$ cat src/sv/bilinear_image_upscaler_core_defines.svh
// Assertion helpers for the upscaler RTL.
`ifndef BILINEAR_IMAGE_UPSCALER_CORE_DEFINES_SVH
`define BILINEAR_IMAGE_UPSCALER_CORE_DEFINES_SVH

// Same-cycle implication, clocked on clk, off during reset.
`define UPSC_ASSERT_NOW(lbl, ante, cons) \
  lbl: assert property (@(posedge clk) disable iff (!rst_n) (ante) |-> (cons)) \
    else $error("upscaler assertion failed");

// Next-cycle implication, clocked on clk, off during reset.
`define UPSC_ASSERT_NEXT(lbl, ante, cons) \
  lbl: assert property (@(posedge clk) disable iff (!rst_n) (ante) |=> (cons)) \
    else $error("upscaler assertion failed");

`endif

$ cat src/sv/upsc_pkg.sv
package upsc_pkg;

  localparam int unsigned DimW      = 13;
  localparam int unsigned CoordW    = 12;
  localparam int unsigned IdxW      = 17;
  localparam int unsigned RgbW      = 24;
  localparam int unsigned PixW      = 32;
  localparam int unsigned FW        = 8;
  localparam int unsigned SrcCoordW = 10;
  localparam int unsigned NumW      = 24;
  localparam int unsigned QiW       = 11;
  localparam int unsigned FracShift = 15;
  localparam int unsigned QW        = QiW + FracShift;
  localparam int unsigned RemW      = DimW + 1;
  localparam int unsigned StepsPerStage = 2;
  localparam int unsigned DivStages = QW / StepsPerStage;

  localparam logic [DimW-1:0] DstWidthRst  = 13'd640;
  localparam logic [DimW-1:0] DstHeightRst = 13'd480;
  localparam logic [QW-1:0]   HalfPos      = 26'd32768;
  localparam logic [7:0]      AlphaOpaque  = 8'hFF;

  localparam logic REQ_WRITE = 1'b0;
  localparam logic REQ_READ  = 1'b1;

  localparam logic CFG_DST_WIDTH  = 1'b0;
  localparam logic CFG_DST_HEIGHT = 1'b1;

  typedef struct packed {
    logic [RemW-1:0] rem;
    logic [QW-1:0]   quo;
    logic [QW-1:0]   bits;
    logic [DimW-1:0] div;
    logic            sat;
  } lane_t;

  typedef struct packed {
    logic                 is_rd;
    lane_t                lx;
    lane_t                ly;
    logic                 wr_ok;
    logic [SrcCoordW-1:0] wx;
    logic [SrcCoordW-1:0] wy;
    logic [RgbW-1:0]      pix;
  } dtok_t;

  function automatic logic [RgbW-1:0] blend_rgb(input logic [RgbW-1:0] a,
                                                input logic [RgbW-1:0] b,
                                                input logic [FW-1:0] f);
    logic [RgbW-1:0] res;
    logic [16:0]     s;
    res = '0;
    for (int c = 0; c < 3; c++) begin
      s = 17'(a[c*8 +: 8]) * 17'(9'd256 - 9'(f)) + 17'(b[c*8 +: 8]) * 17'(f);
      res[c*8 +: 8] = s[15:8];
    end
    return res;
  endfunction

endpackage

$ cat src/sv/upsc_div_stage.sv
module upsc_div_stage (
  input  logic              clk,
  input  logic              rst_n,
  input  logic              up_v,
  input  upsc_pkg::dtok_t   up_tok,
  output logic              up_rdy,
  output logic              dn_v,
  output upsc_pkg::dtok_t   dn_tok,
  input  logic              dn_rdy
);

  logic            v_r;
  upsc_pkg::dtok_t tok_r;
  upsc_pkg::dtok_t tok_nxt;
  logic            en;

  function automatic upsc_pkg::lane_t step(input upsc_pkg::lane_t l);
    upsc_pkg::lane_t                o;
    logic [upsc_pkg::RemW-1:0]      r2;
    o = l;
    r2 = {l.rem[upsc_pkg::RemW-2:0], l.bits[upsc_pkg::QW-1]};
    o.bits = {l.bits[upsc_pkg::QW-2:0], 1'b0};
    if (r2 >= upsc_pkg::RemW'(l.div)) begin
      o.rem = r2 - upsc_pkg::RemW'(l.div);
      o.quo = {l.quo[upsc_pkg::QW-2:0], 1'b1};
    end else begin
      o.rem = r2;
      o.quo = {l.quo[upsc_pkg::QW-2:0], 1'b0};
    end
    return o;
  endfunction

  assign en     = !v_r || dn_rdy;
  assign up_rdy = en;
  assign dn_v   = v_r;
  assign dn_tok = tok_r;

  always_comb begin
    tok_nxt = up_tok;
    for (int s = 0; s < upsc_pkg::StepsPerStage; s++) begin
      tok_nxt.lx = step(tok_nxt.lx);
      tok_nxt.ly = step(tok_nxt.ly);
    end
  end

  always_ff @(posedge clk) begin
    if (!rst_n) begin
      v_r <= 1'b0;
    end else if (en) begin
      v_r <= up_v;
    end
  end

  always_ff @(posedge clk) begin
    if (en) begin
      tok_r <= tok_nxt;
    end
  end

endmodule

$ cat config.mk
export PLATFORM = sky130hd
export DESIGN_NAME = upsc_div_stage
export DESIGN_NICKNAME = d
export VERILOG_FILES = /design/src/sv/bilinear_image_upscaler_core_defines.svh /design/src/sv/upsc_pkg.sv /design/src/sv/upsc_div_stage.sv
export SDC_FILE = /design/constraint.sdc
export NUM_CORES = 1
export LEC_CHECK = 0
export BUFFER_PORTS_ARGS = -buffer_cell sky130_fd_sc_hd__buf_2
export CORE_ASPECT_RATIO = 2
export CORE_UTILIZATION = 33
export DETAILED_ROUTE_END_ITERATION = 7
export MAX_ROUTING_LAYER = met4
export SYNTH_ARGS = -nofsm -noshare
export SYNTH_HDL_FRONTEND = slang
export SYNTH_SLANG_ARGS = --single-unit
export TNS_END_PERCENT = 30
$ cat constraint.sdc
create_clock -name clk -period 15 [get_ports clk]
set_input_delay 1.5 -clock clk [delete_from_list [all_inputs] [get_ports clk]]
set_output_delay 1.5 -clock clk [all_outputs]
set_load 0.01 [all_outputs]
* Yosys cells after proc, flatten, opt, wreduce, memory -nomap -nowiden
Cells that the tools add are included.
** Storage, ports and cells
- Input bits :: 210
- Flip-flop bits (word level) :: 203
** Cells by class
- Magnitude comparators :: 4
- Add/sub/neg operators :: 4
- Muxes and demuxes :: 4
- Reduce and logical (&&, ||, !) cells :: 2
** Operator list (number)
- $mux 40 :: 2
- $mux 39 :: 2
- $ge 14x13->1 :: 4
- $sub 14x13->14 :: 2
- $sub 13x13->13 :: 2
- $logic_not 1->1 :: 1
- $logic_or 1x1->1 :: 1

* Depth between registers and ports, before layout
- Depth after elaboration :: 4
- Mapped depth :: 23
- Depth with buffers taken out :: 21

* Worst setup path before layout
No wires, ideal clock.
- Path type :: input to output
- From :: in dn_rdy
- To :: out up_rdy
- Data required time :: 13.500 ns
- Arrival time :: 6.428 ns
- Slack :: 7.072 ns
- Stages :: 1
- Path through :: nand2b_1
** Between the ends
- Word-level cells in the longest chain between the ends :: 1
** Ends and longest elaborated chain
- from (decl) :: RTL line upsc_div_stage.sv:9 : input logic dn_rdy
- $logic_or 1x1->1 :: RTL line upsc_div_stage.sv:33 : assign en = !v_r || dn_rdy;
- to (decl) :: RTL line upsc_div_stage.sv:6 : output logic up_rdy,
Every way passes these cells.

==> results_dict.tcl <==
set metrics [dict create \
    viasPerCell 4.76 \
    antenna_found_initial 4 \
    dp.final_hpwl_mm 21.6 \
    hold_depth 2 \
    gp_congestion 0.821 \
    dpl_cell_area_mm2 0.0117 \
    leakage_nw 5.51 \
    min_period_over_period_pct 45.5 \
    syn_area_per_cell_um2 14.4 \
    track_usage_pct 18.4 \
    worstSetupStartpoint "up_tok[84]" \
    fmax_mhz 146 \
    die_w_um 120 \
    r2r-start "dn_v" \
    yosys_warnings 0 \
    syn_area_mm2 0.00926 \
    outcome "complete, no violations" \
    final.fill_count 2619 \
    r2r_end "dn_tok[186]" \
    fin_nets 1334 \
    crit_type "input port to flop" \
    yosysSeqAreaShare_pct 65.7 \
    synth_top_cell_area_share_pct 65.5 \
    cts_buffer_depth 3 \
    power_mw 1.65 \
    drive_gt1_share_pct 44.3 \
    cts_resized 0 \
    cts_buffers 19 \
    grt_overflow_total 0 \
    core-area_mm2 0.0275 \
    worst-slew-pin-transition_ns 1.06 \
    synth_edf_count 202 \
    path_cells "buf_2, inv_1, ha_1, inv_1, fa_1, a211oi_2, o21ai_1, a21oi_1, o211ai_1, a31oi_1, buf_4, mux2_2, ha_1, nor2b_1, o21ai_1, a21oi_1, o221a_4, o41ai_4, o2bb2ai_1, nor2b_2, mux2_2" \
    grt_max_degree 77 \
    period_needed_ns 6.83 \
    drc 0 \
    rr_worst_depth 3 \
    clkSinkCount 203 \
    yosysMostFrequentCell "edfxtp_1" \
    cts_tree "yes" \
    max_stage_delay_ns 0.85 \
    num_rows 86 \
    grt_pass1_wl_mm 38.4 \
    postCtsSetupRepairBufs 0 \
    finalWorstSetupSlack_ns 8.17 \
    worstSetupEndpointType "flop" \
    cp_max_fo 21 \
    regArea_mm2 0.00609 \
    timing.slew.headroom_pct 29.4 \
    synth_cells 645 \
    async_reset_ff_share_pct 0 \
    setup_viol 0 \
    pin_count 418 \
    drt-pass1-iter-count 4 \
    finalInstanceArea_mm2 0.0123 \
    hp-class "flop to flop" \
    holdWs_ns 0.977 \
    drt-wirelength-per-cell_um 18.7 \
    clk_latency_ns 0.51 \
    final.setup_skew_ns 0.0155 \
    ys_ff_latch 203 \
    start_util_pct 33.6 \
    tns_ns 0 \
    clkTransAtPathRegs_ns 0.07 \
    grt_pass1_vias 6927 \
    reg2reg_slack_ns 12.31 \
    required_ns 15.25 \
    die_h_um 239 \
    maxCapViolCount 0 \
    drt_iter0_drc 307 \
    wl_mm 26.8 \
    synth_ff_type "edfxtp_1" \
    num_vias 6833 \
    area_growth_pct 33.1 \
    dieArea_mm2 0.0288 \
    multi_input_area_mm2 0.00295 \
    power_density_mw_per_mm2 134 \
    netlist-cell-type-count 64 \
    worstHoldStart "dn_v" \
    start_kind "input port" \
    ant_nets 0 \
    portBuffers 407 \
    ctsHoldBuffers 0 \
    slew_violations 0 \
    ctsHtreeMaxLevel 1 \
    grt_setup_unrepaired "false" \
    hold_end "dn_v" \
    arrival_ns 7.09 \
    vdd_drop_max_mv 0.0917 \
    synth_area_leaders "edfxtp_1 65%, ha_1 7.0%, xnor2_1 2.3%" \
    hold_viol_final 0 \
    slowest_stage "nor2b_2" \
    synthTopCellsByCount "202 x edfxtp_1, 52 x ha_1, 46 x nor2_1" \
    post-place-ws_ns 7.69 \
    synth_top_area_cell "edfxtp_1" \
    clockRootBuffer "clkbuf_16" \
]
## cell type report
class	instances	area share (%)
Antenna cell	3	0.0609
Clock buffer	19	3.86
Clock inverter	14	1.19
Inverter	42	1.28
Multi-Input combinational cell	391	23.9
Sequential cell	203	49.4
Tap cell	352	3.57
Timing Repair Buffer	411	16.8
## report_power, final
part	internal, mW	switching (mW)
Sequential	0.711	0.0171
Clock	0.272	0.223
Combinational	0.192	0.238
## worst max-delay path, delay by kind of cell
family                   cells  cell delay, ns
multiplexers                 2            0.80
AND/OR/NAND/NOR              2            1.01
AO/OA/AOI/OAI               10            2.32
adder cells (fa/ha/maj)      3            0.92
buffers and inverters        4            0.46
## state kept, by name (all words and copies together), names as in the netlist
register	flops
dn_tok	202
dn_v	1
## through the flow
step / utilization (%) / std cells
finish: 44.7 / 1435
global route: 44.7 / 1435
CTS: 44.7 / 1432
detailed placement: 42.5 / 1399
global placement: 42.5 / 1399
floorplan: - / 648
## cells in the final DEF, fill, tap and decap left out, types with 3 or more instances in the layout
cell	n
buf_4	4
diode_2	3
nor2_1	46
o21a_1	13
nand3_1	9
nor3_1	10
or2_2	3
nor2b_1	11
fa_1	4
nand4_1	9
buf_2	407
xor2_1	11
o31a_1	4
and3_1	4
a31oi_1	3
o31ai_1	4
a211oi_1	4
edfxtp_1	202
nand2b_1	4
a21oi_1	34
a21o_1	7
mux2i_1	4
inv_6	5
inv_1	42
and2_1	3
ha_1	52
o21ai_0	25
mux2_2	18
nor4_1	3
mux2_1	3
nand2_1	32
mux2_4	7
xnor2_1	24
conb_1	4
o21ai_1	4
clkbuf_16	19
## logic make-up (layout without fill, tap and decap cells)
group	after synthesis	in the layout	synth area share [%]
fa+ha+maj	56	56	7.89
xor+xnor	35	35	3.31
flops	203	203	65.7
buf+inv	54	486	2.71
compound gates	122	122	8.91
other cells	1	7	0.0405
mux	32	32	4.12
simple gates	142	142	7.32
## worst max-delay path by stage
| stage | slack, ns | cells after the start | end |
|---|---|---|---|
| floorplan | 7.07 | 1 | up_rdy |
| global placement | 7.73 | 21 | dn_tok[116] |
| detailed placement | 7.69 | 21 | dn_tok[116] |
| CTS | 8.21 | 21 | dn_tok[116] |
| global route | 8.00 | 21 | dn_tok[114] |
| finish | 8.17 | 21 | dn_tok[116] |
## routing by layer
| layer | wire length [um] | global-route usage (%) | vias to the layer above |
|---|---|---|---|
| li1 | - | - | 3268 |
| met1 | 8380 | 16.1 | 3226 |
| met2 | 15400 | 36.4 | 290 |
| met3 | 1910 | 3.58 | 49 |
| met4 | 1130 | 8.87 | 0 |
| met5 | 0 | - | - |
Note: power is estimated with default switching activity, not from simulation.
