File: config.mk
export PLATFORM = sky130hd
export DESIGN_NAME = upsc_blend
export DESIGN_NICKNAME = d
export VERILOG_FILES = /design/src/sv/bilinear_image_upscaler_core_defines.svh /design/src/sv/upsc_pkg.sv /design/src/sv/upsc_blend.sv
export SDC_FILE = /design/constraint.sdc
export NUM_CORES = 2
export LEC_CHECK = 0
export ABC_AREA = 1
export BUFFER_PORTS_ARGS = -buffer_cell sky130_fd_sc_hd__buf_2
export CORE_ASPECT_RATIO = 0.5
export CORE_MARGIN = 1
export CORE_UTILIZATION = 60
export CTS_CLUSTER_SIZE = 28
export DETAILED_ROUTE_END_ITERATION = 6
export PLACE_DENSITY = 0.8
export SYNTH_ARGS = -nofsm -noshare
export SYNTH_HDL_FRONTEND = slang
export SYNTH_SLANG_ARGS = --single-unit
File: constraint.sdc
create_clock -name clk -period 6.1 [get_ports clk]
set_clock_uncertainty 0.05 [all_clocks]
set_input_delay 0.305 -clock clk [delete_from_list [all_inputs] [get_ports clk]]
set_output_delay 0.305 -clock clk [all_outputs]
set_load 0.01 [all_outputs]
File: src/sv/bilinear_image_upscaler_core_defines.svh
// Assertion helpers for the upscaler RTL.
`ifndef BILINEAR_IMAGE_UPSCALER_CORE_DEFINES_SVH
`define BILINEAR_IMAGE_UPSCALER_CORE_DEFINES_SVH

// Same-cycle implication, clocked on clk, off during reset.
`define UPSC_ASSERT_NOW(lbl, ante, cons) \
  lbl: assert property (@(posedge clk) disable iff (!rst_n) (ante) |-> (cons)) \
    else $error("upscaler assertion failed");

// Next-cycle implication, clocked on clk, off during reset.
`define UPSC_ASSERT_NEXT(lbl, ante, cons) \
  lbl: assert property (@(posedge clk) disable iff (!rst_n) (ante) |=> (cons)) \
    else $error("upscaler assertion failed");

`endif

File: src/sv/upsc_pkg.sv
package upsc_pkg;

  localparam int unsigned DimW      = 13;
  localparam int unsigned CoordW    = 12;
  localparam int unsigned IdxW      = 17;
  localparam int unsigned RgbW      = 24;
  localparam int unsigned PixW      = 32;
  localparam int unsigned FW        = 8;
  localparam int unsigned SrcCoordW = 10;
  localparam int unsigned NumW      = 24;
  localparam int unsigned QiW       = 11;
  localparam int unsigned FracShift = 15;
  localparam int unsigned QW        = QiW + FracShift;
  localparam int unsigned RemW      = DimW + 1;
  localparam int unsigned StepsPerStage = 2;
  localparam int unsigned DivStages = QW / StepsPerStage;

  localparam logic [DimW-1:0] DstWidthRst  = 13'd640;
  localparam logic [DimW-1:0] DstHeightRst = 13'd480;
  localparam logic [QW-1:0]   HalfPos      = 26'd32768;
  localparam logic [7:0]      AlphaOpaque  = 8'hFF;

  localparam logic REQ_WRITE = 1'b0;
  localparam logic REQ_READ  = 1'b1;

  localparam logic CFG_DST_WIDTH  = 1'b0;
  localparam logic CFG_DST_HEIGHT = 1'b1;

  typedef struct packed {
    logic [RemW-1:0] rem;
    logic [QW-1:0]   quo;
    logic [QW-1:0]   bits;
    logic [DimW-1:0] div;
    logic            sat;
  } lane_t;

  typedef struct packed {
    logic                 is_rd;
    lane_t                lx;
    lane_t                ly;
    logic                 wr_ok;
    logic [SrcCoordW-1:0] wx;
    logic [SrcCoordW-1:0] wy;
    logic [RgbW-1:0]      pix;
  } dtok_t;

  function automatic logic [RgbW-1:0] blend_rgb(input logic [RgbW-1:0] a,
                                                input logic [RgbW-1:0] b,
                                                input logic [FW-1:0] f);
    logic [RgbW-1:0] res;
    logic [16:0]     s;
    res = '0;
    for (int c = 0; c < 3; c++) begin
      s = 17'(a[c*8 +: 8]) * 17'(9'd256 - 9'(f)) + 17'(b[c*8 +: 8]) * 17'(f);
      res[c*8 +: 8] = s[15:8];
    end
    return res;
  endfunction

endpackage

File: src/sv/upsc_blend.sv
module upsc_blend (
  input  logic                       clk,
  input  logic                       rst_n,
  input  logic                       up_v,
  output logic                       up_rdy,
  input  logic [upsc_pkg::RgbW-1:0]  p00,
  input  logic [upsc_pkg::RgbW-1:0]  p01,
  input  logic [upsc_pkg::RgbW-1:0]  p10,
  input  logic [upsc_pkg::RgbW-1:0]  p11,
  input  logic [upsc_pkg::FW-1:0]    fx,
  input  logic [upsc_pkg::FW-1:0]    fy,
  output logic                       dn_v,
  output logic [upsc_pkg::PixW-1:0]  dn_pixel,
  input  logic                       dn_rdy
);

  logic                      v_h_r;
  logic [upsc_pkg::RgbW-1:0] top_r;
  logic [upsc_pkg::RgbW-1:0] bot_r;
  logic [upsc_pkg::FW-1:0]   fy_r;
  logic                      v_o_r;
  logic [upsc_pkg::PixW-1:0] pix_r;
  logic                      en_h;
  logic                      en_o;

  assign en_o     = !v_o_r || dn_rdy;
  assign en_h     = !v_h_r || en_o;
  assign up_rdy   = en_h;
  assign dn_v     = v_o_r;
  assign dn_pixel = pix_r;

  always_ff @(posedge clk) begin
    if (!rst_n) begin
      v_h_r <= 1'b0;
      v_o_r <= 1'b0;
    end else begin
      if (en_h) v_h_r <= up_v;
      if (en_o) v_o_r <= v_h_r;
    end
  end

  always_ff @(posedge clk) begin
    if (en_h) begin
      top_r <= upsc_pkg::blend_rgb(p00, p01, fx);
      bot_r <= upsc_pkg::blend_rgb(p10, p11, fx);
      fy_r  <= fy;
    end
    if (en_o) begin
      pix_r <= {upsc_pkg::AlphaOpaque, upsc_pkg::blend_rgb(top_r, bot_r, fy_r)};
    end
  end

endmodule

==> Yosys cells after proc, flatten, opt, wreduce, memory -nomap -nowiden <==
Index checks and enable logic that the tools add are counted.
{ "op_classes": {"multipliers": 18, "addsub": 11, "reduce_logical": 4} }
{ "op_table": {"columns": ["cell", "count"], "rows": [
  ["$add A16 B16 Y16", 9],
  ["$mul A8 B8 Y16", 9],
  ["$mul A8 B17 Y16", 7],
  ["$mul A9 B10 Y16", 2],
  ["$sub A9 B8 Y10 const A", 2],
  ["$logic_not A1 Y1", 2],
  ["$logic_or A1 B1 Y1", 2]
]} }
{ "word_totals": {"regBits": 82, "inputBits": 116, "elab_cells": 39} }

==> Depth between registers and ports, before layout <==
{ "depth": {"ltp_word": 3, "mapped_depth": 38, "ltp_nobuf": 33} }

==> Least setup slack after synthesis <==
Ideal clock, no wire load.
{ "synth_timing": {"path_type": "in2reg", "start": "input fx[0] in the netlist's numbering", "end": "register bot_r[22] in the netlist's numbering (data pin)", "n_path_buf": 6, "setup_ns": 0.252, "arrival_time_ns": 6.209, "setup_slack_ns": -0.411, "required_ns": 5.798, "path_stages": 32, "cell_sequence": "buf_4 -> buf_2 -> buf_2 -> buf_1 -> inv_1 -> ha_1 -> nand2_2 -> nor2_2 -> nand2_1 -> nor2_1 -> inv_1 -> nor2_1 -> nor2_1 -> buf_4 -> buf_6 -> nand2_1 -> fa_1 -> fa_1 -> fa_1 -> inv_1 -> fa_1 -> fa_1 -> inv_1 -> fa_1 -> inv_1 -> ha_1 -> a21oi_1 -> o21ai_0 -> a21oi_1 -> nand2_1 -> nand2_1 -> nand2_1"} }
{ "synth_via": {"elab_chain_len": 3} }
{ "synth_rtl": {"columns": ["element", "line_no", "text"], "rows": [
  ["start: declaration", "upsc_blend.sv:10", "input logic [upsc_pkg::FW-1:0] fx,"],
  ["$sub A9 B8 Y10", "upsc_pkg.sv:54", "s = 17'(a[c*8 +: 8]) * 17'(9'd256 - 9'(f)) + 17'(b[c*8 +: 8]) * 17'(f);"],
  ["$mul A9 B10 Y16", "upsc_pkg.sv:54", null],
  ["$add A16 B16 Y16 (*)", "upsc_pkg.sv:54", null],
  ["end signal: assignment", "upsc_blend.sv:45", "bot_r <= upsc_pkg::blend_rgb(p10, p11, fx);"],
  ["end: declaration", "upsc_blend.sv:19", "logic [upsc_pkg::RgbW-1:0] bot_r;"]
]} }
Every way passes the cells marked *; elsewhere a longest branch is shown, timed or not.
A chain may end at the register's enable or synchronous reset.

==> Final worst setup path <==
{ "layout_timing": {"start": "register fy_r[1] in the netlist's numbering", "end": "register pix_r (netlist bit dn_pixel[15]) (data pin)"} }
{ "layout_via": {"elab_chain_len": 3} }
{ "layout_rtl": {"columns": ["element", "line_no", "text"], "rows": [
  ["start: declaration", "upsc_blend.sv:20", "logic [upsc_pkg::FW-1:0] fy_r;"],
  ["start signal: assignment", "upsc_blend.sv:46", "fy_r <= fy;"],
  ["$sub A9 B8 Y10", "upsc_pkg.sv:54", null],
  ["$mul A8 B17 Y16", "upsc_pkg.sv:54", null],
  ["$add A16 B16 Y16 (*)", "upsc_pkg.sv:54", null],
  ["end signal: assignment", "upsc_blend.sv:49", "pix_r <= {upsc_pkg::AlphaOpaque, upsc_pkg::blend_rgb(top_r, bot_r, fy_r)};"],
  ["end: declaration", "upsc_blend.sv:22", "logic [upsc_pkg::PixW-1:0] pix_r;"]
]} }
Marked as above.

==> flow_summary.json <==
{
  "die_h_um": 197,
  "synthTopCellsByArea": "fa_1 (40%), inv_1 (16%), ha_1 (15%)",
  "h-tree-depth": 3,
  "arrival_ns": 6.32,
  "startpoint": "fy_r[1]$_DFFE_PP_",
  "setup_violations": 10,
  "fin_crit_ns": 6.19,
  "grt_usage_pct": 33.5,
  "drc_errors": 6,
  "synth_area_um2": 45600,
  "multi_input_area_um2": 35700,
  "critPathMostFrequentCell": "fa_1",
  "reg2reg_depth": 29,
  "drv_slew": 0,
  "ys_ff_latch": 82,
  "finalWorstSetupSlack_ns": -0.0923,
  "dr_wl_met2_um": 59200,
  "dp_hpwl_um": 105000,
  "synth_area_per_cell_um2": 7.47,
  "utilization_pct": 67.1,
  "fmax_ghz": 0.161,
  "ant_nets": 0,
  "cts_tree": "built",
  "wl_per_cell_um": 16.9,
  "core_area_um2": 75200,
  "clk_path_buf_depth": 2,
  "rows": 71,
  "mostFrequentLayoutCell": "inv_1",
  "r2r_end": "dn_pixel[15]$_DFFE_PP_",
  "cts-root-buf": "clkbuf_16",
  "endpoint": "dn_pixel[15]$_DFFE_PP_",
  "maxCapViolCount": 0,
  "status": "finished with violations",
  "pre_cts_ws_ns": -0.281,
  "synth_edf_count": 80,
  "layout-drive-gt1-share_pct": 10.8,
  "fin_crit_sh_pct": 102,
  "crit_type": "reg -> reg",
  "gr-total-overflow": 0,
  "rsz0062_at_grt": "yes",
  "worst_pin_slew_ns": 0.924,
  "wl_met3_um": 12200,
  "place.gp.congestion": 0.965,
  "min_path_type": "in -> reg",
  "critPathLaunchType": "flop",
  "routed_wl_um": 125000,
  "path_max_fanout": 7,
  "async_flop_share_pct": 0,
  "top_layer": "met5",
  "clk_latency_ns": 0.44,
  "cts-buffers-inserted": 9,
  "wl_met1_um": 48500,
  "finalSetupTns_ns": -0.526,
  "worst-endpoint-required_ns": 6.23,
  "slew_headroom_pct": 38.4,
  "antenna_found_initial": 11,
  "clkTransAtPathRegs_ns": 0.07,
  "ys.flop_type": "edfxtp_1",
  "grt_pass1_wl_um": 201000,
  "drtIter0Drc": 2948,
  "yosysTopAreaCellShare_pct": 39.5,
  "final_nets": 7890,
  "synth_seq_area_share_pct": 5.36,
  "syn2layout_area_growth_pct": 10.6,
  "grt_pass1_vias": 40563,
  "slowest_delay_ns": 0.54,
  "die_w_um": 392,
  "syn_inst": 6103,
  "cts_num_sinks": 82,
  "drt-vias-per-instance": 5.20,
  "die-area_um2": 77100,
  "initial_core_util_pct": 60.7,
  "critical-path-slowest-cell": "fa_1",
  "violations": "DRC, setup timing",
  "yosys.area.top_type": "fa_1",
  "dr.pass1.iters": 7,
  "timing.rr.start": "fy_r[1]$_DFFE_PP_",
  "timing.final.hold_violations": 0,
  "rrSetupSlack_ns": -0.09,
  "synth_cell_type_count": 41,
  "grt_max_degree": 59,
  "port_buffers": 141,
  "vias": 38275,
  "final_cell_mix": "inv_1 (1969), nand2_1 (1466), fa_1 (880)",
  "fillers": 6216,
  "layout.area.seq_um2": 2440,
  "cp-end-kind": "flop",
  "yosysWarningCount": 0,
  "io_pins": 150
}
-- layer usage --
metal | up-vias | GRT usage [%]
met3 | 339 | 7.16
met2 | 1605 | 56.4
met1 | 18694 | 42.7
li1 | 17635 | -
met4 | 2 | 12.3
met5 | - | 0
-- through the flow --
| step | cell area (um2) | cells | hold WS, ns |
|---|---|---|---|
| 2_1_floorplan | 46100 | 6110 | 0.354 |
| 3_3_place_gp | 49000 | 7297 | 0.396 |
| 3_5_place_dp | 49000 | 7297 | 0.409 |
| 4_1_cts | 49600 | 7326 | 0.0417 |
| 5_1_grt | 50400 | 7359 | 0.0668 |
| 6_report | 50400 | 7361 | 0.0659 |
-- logic make-up (layout without fill, tap and decap cells) --
kind of cell               after synthesis  count (layout)  share of synthesized area [%]
adders and majority gates             1450            1450                           54.6
AOI/OAI and AO/OA                      198             198                           2.33
and+or+nand+nor                       2113            2113                           18.2
buffers and inverters                 2234            2453                           19.0
xor gates and xnor gates                25              25                          0.480
DFF                                     82              82                           5.36
other                                    1              18                        0.00823
-- repair_timing --
| action | 4_1_cts | 5_1_grt |
|---|---|---|
| gates resized for setup | 59 | 169 |
| hold buffers | 8 | 0 |
| gates cloned | 0 | 0 |
| setup endpoints to repair | 22 | 58 |
| hold endpoints to repair | 8 | 0 |
| buffers inserted | 5 | 25 |
| pin swaps | 24 | 92 |
-- cell type report --
| class | instances | share of cell area [%] |
|---|---|---|
| multi-input cells | 3794 | 70.8 |
| inverters | 2001 | 14.9 |
| repair buffers | 436 | 6.29 |
| flip-flops and latches | 82 | 4.84 |
| well taps | 1022 | 2.54 |
| clock buffers | 12 | 0.509 |
| clock inverters | 4 | 0.0720 |
| diodes | 10 | 0.0496 |
-- registers in the layout (all words and copies together) (netlist names) --
signal,count
bot_r,24
dn_pixel,24
dn_v,1
fy_r,8
top_r,24
v_h_r,1
-- worst max-delay path: cells and delay by family, from the launching register on --
family        cells  cell delay [ns]
buf+inv           8             0.55
simple gates     13             1.42
flops             1             0.51
fa+ha+maj         8             3.42
-- cell usage after synthesis, types with 2 or more instances --
library cell	number
buf_2	31
nor2_2	2
clkbuf_1	84
nand4_1	42
buf_6	8
nor3_1	10
o21ai_0	55
a21boi_0	3
o21ai_1	3
o21bai_1	8
dfxtp_1	2
nand2b_1	2
nor4_1	7
xnor2_1	7
buf_4	20
nand3b_1	9
nand3_1	112
ha_1	550
o21a_1	6
nor2_1	404
or2_2	2
buf_1	24
and2_1	5
nand2_2	5
xor2_1	18
a21oi_1	112
nand2_1	1507
inv_2	8
inv_1	1992
clkbuf_2	66
nor3_4	2
a21o_1	10
edfxtp_1	80
fa_1	900
-- worst min path at each step --
stage / slack [ns] / end / startpoint / cells past startpoint
floorplan: 0.35 / fy_r[0]$_DFFE_PP_ / fy[0] / 0
global placement: 0.40 / dn_v$_SDFFE_PN0P_ / v_h_r$_SDFFE_PN0P_ / 2
detailed placement: 0.41 / dn_v$_SDFFE_PN0P_ / v_h_r$_SDFFE_PN0P_ / 2
CTS: 0.04 / v_h_r$_SDFFE_PN0P_ / up_v / 3
global route: 0.07 / v_h_r$_SDFFE_PN0P_ / up_v / 3
finish: 0.07 / v_h_r$_SDFFE_PN0P_ / up_v / 3
Power is not shown: default switching activity piles up to over one toggle a cycle in this logic, so the estimate is an artifact.
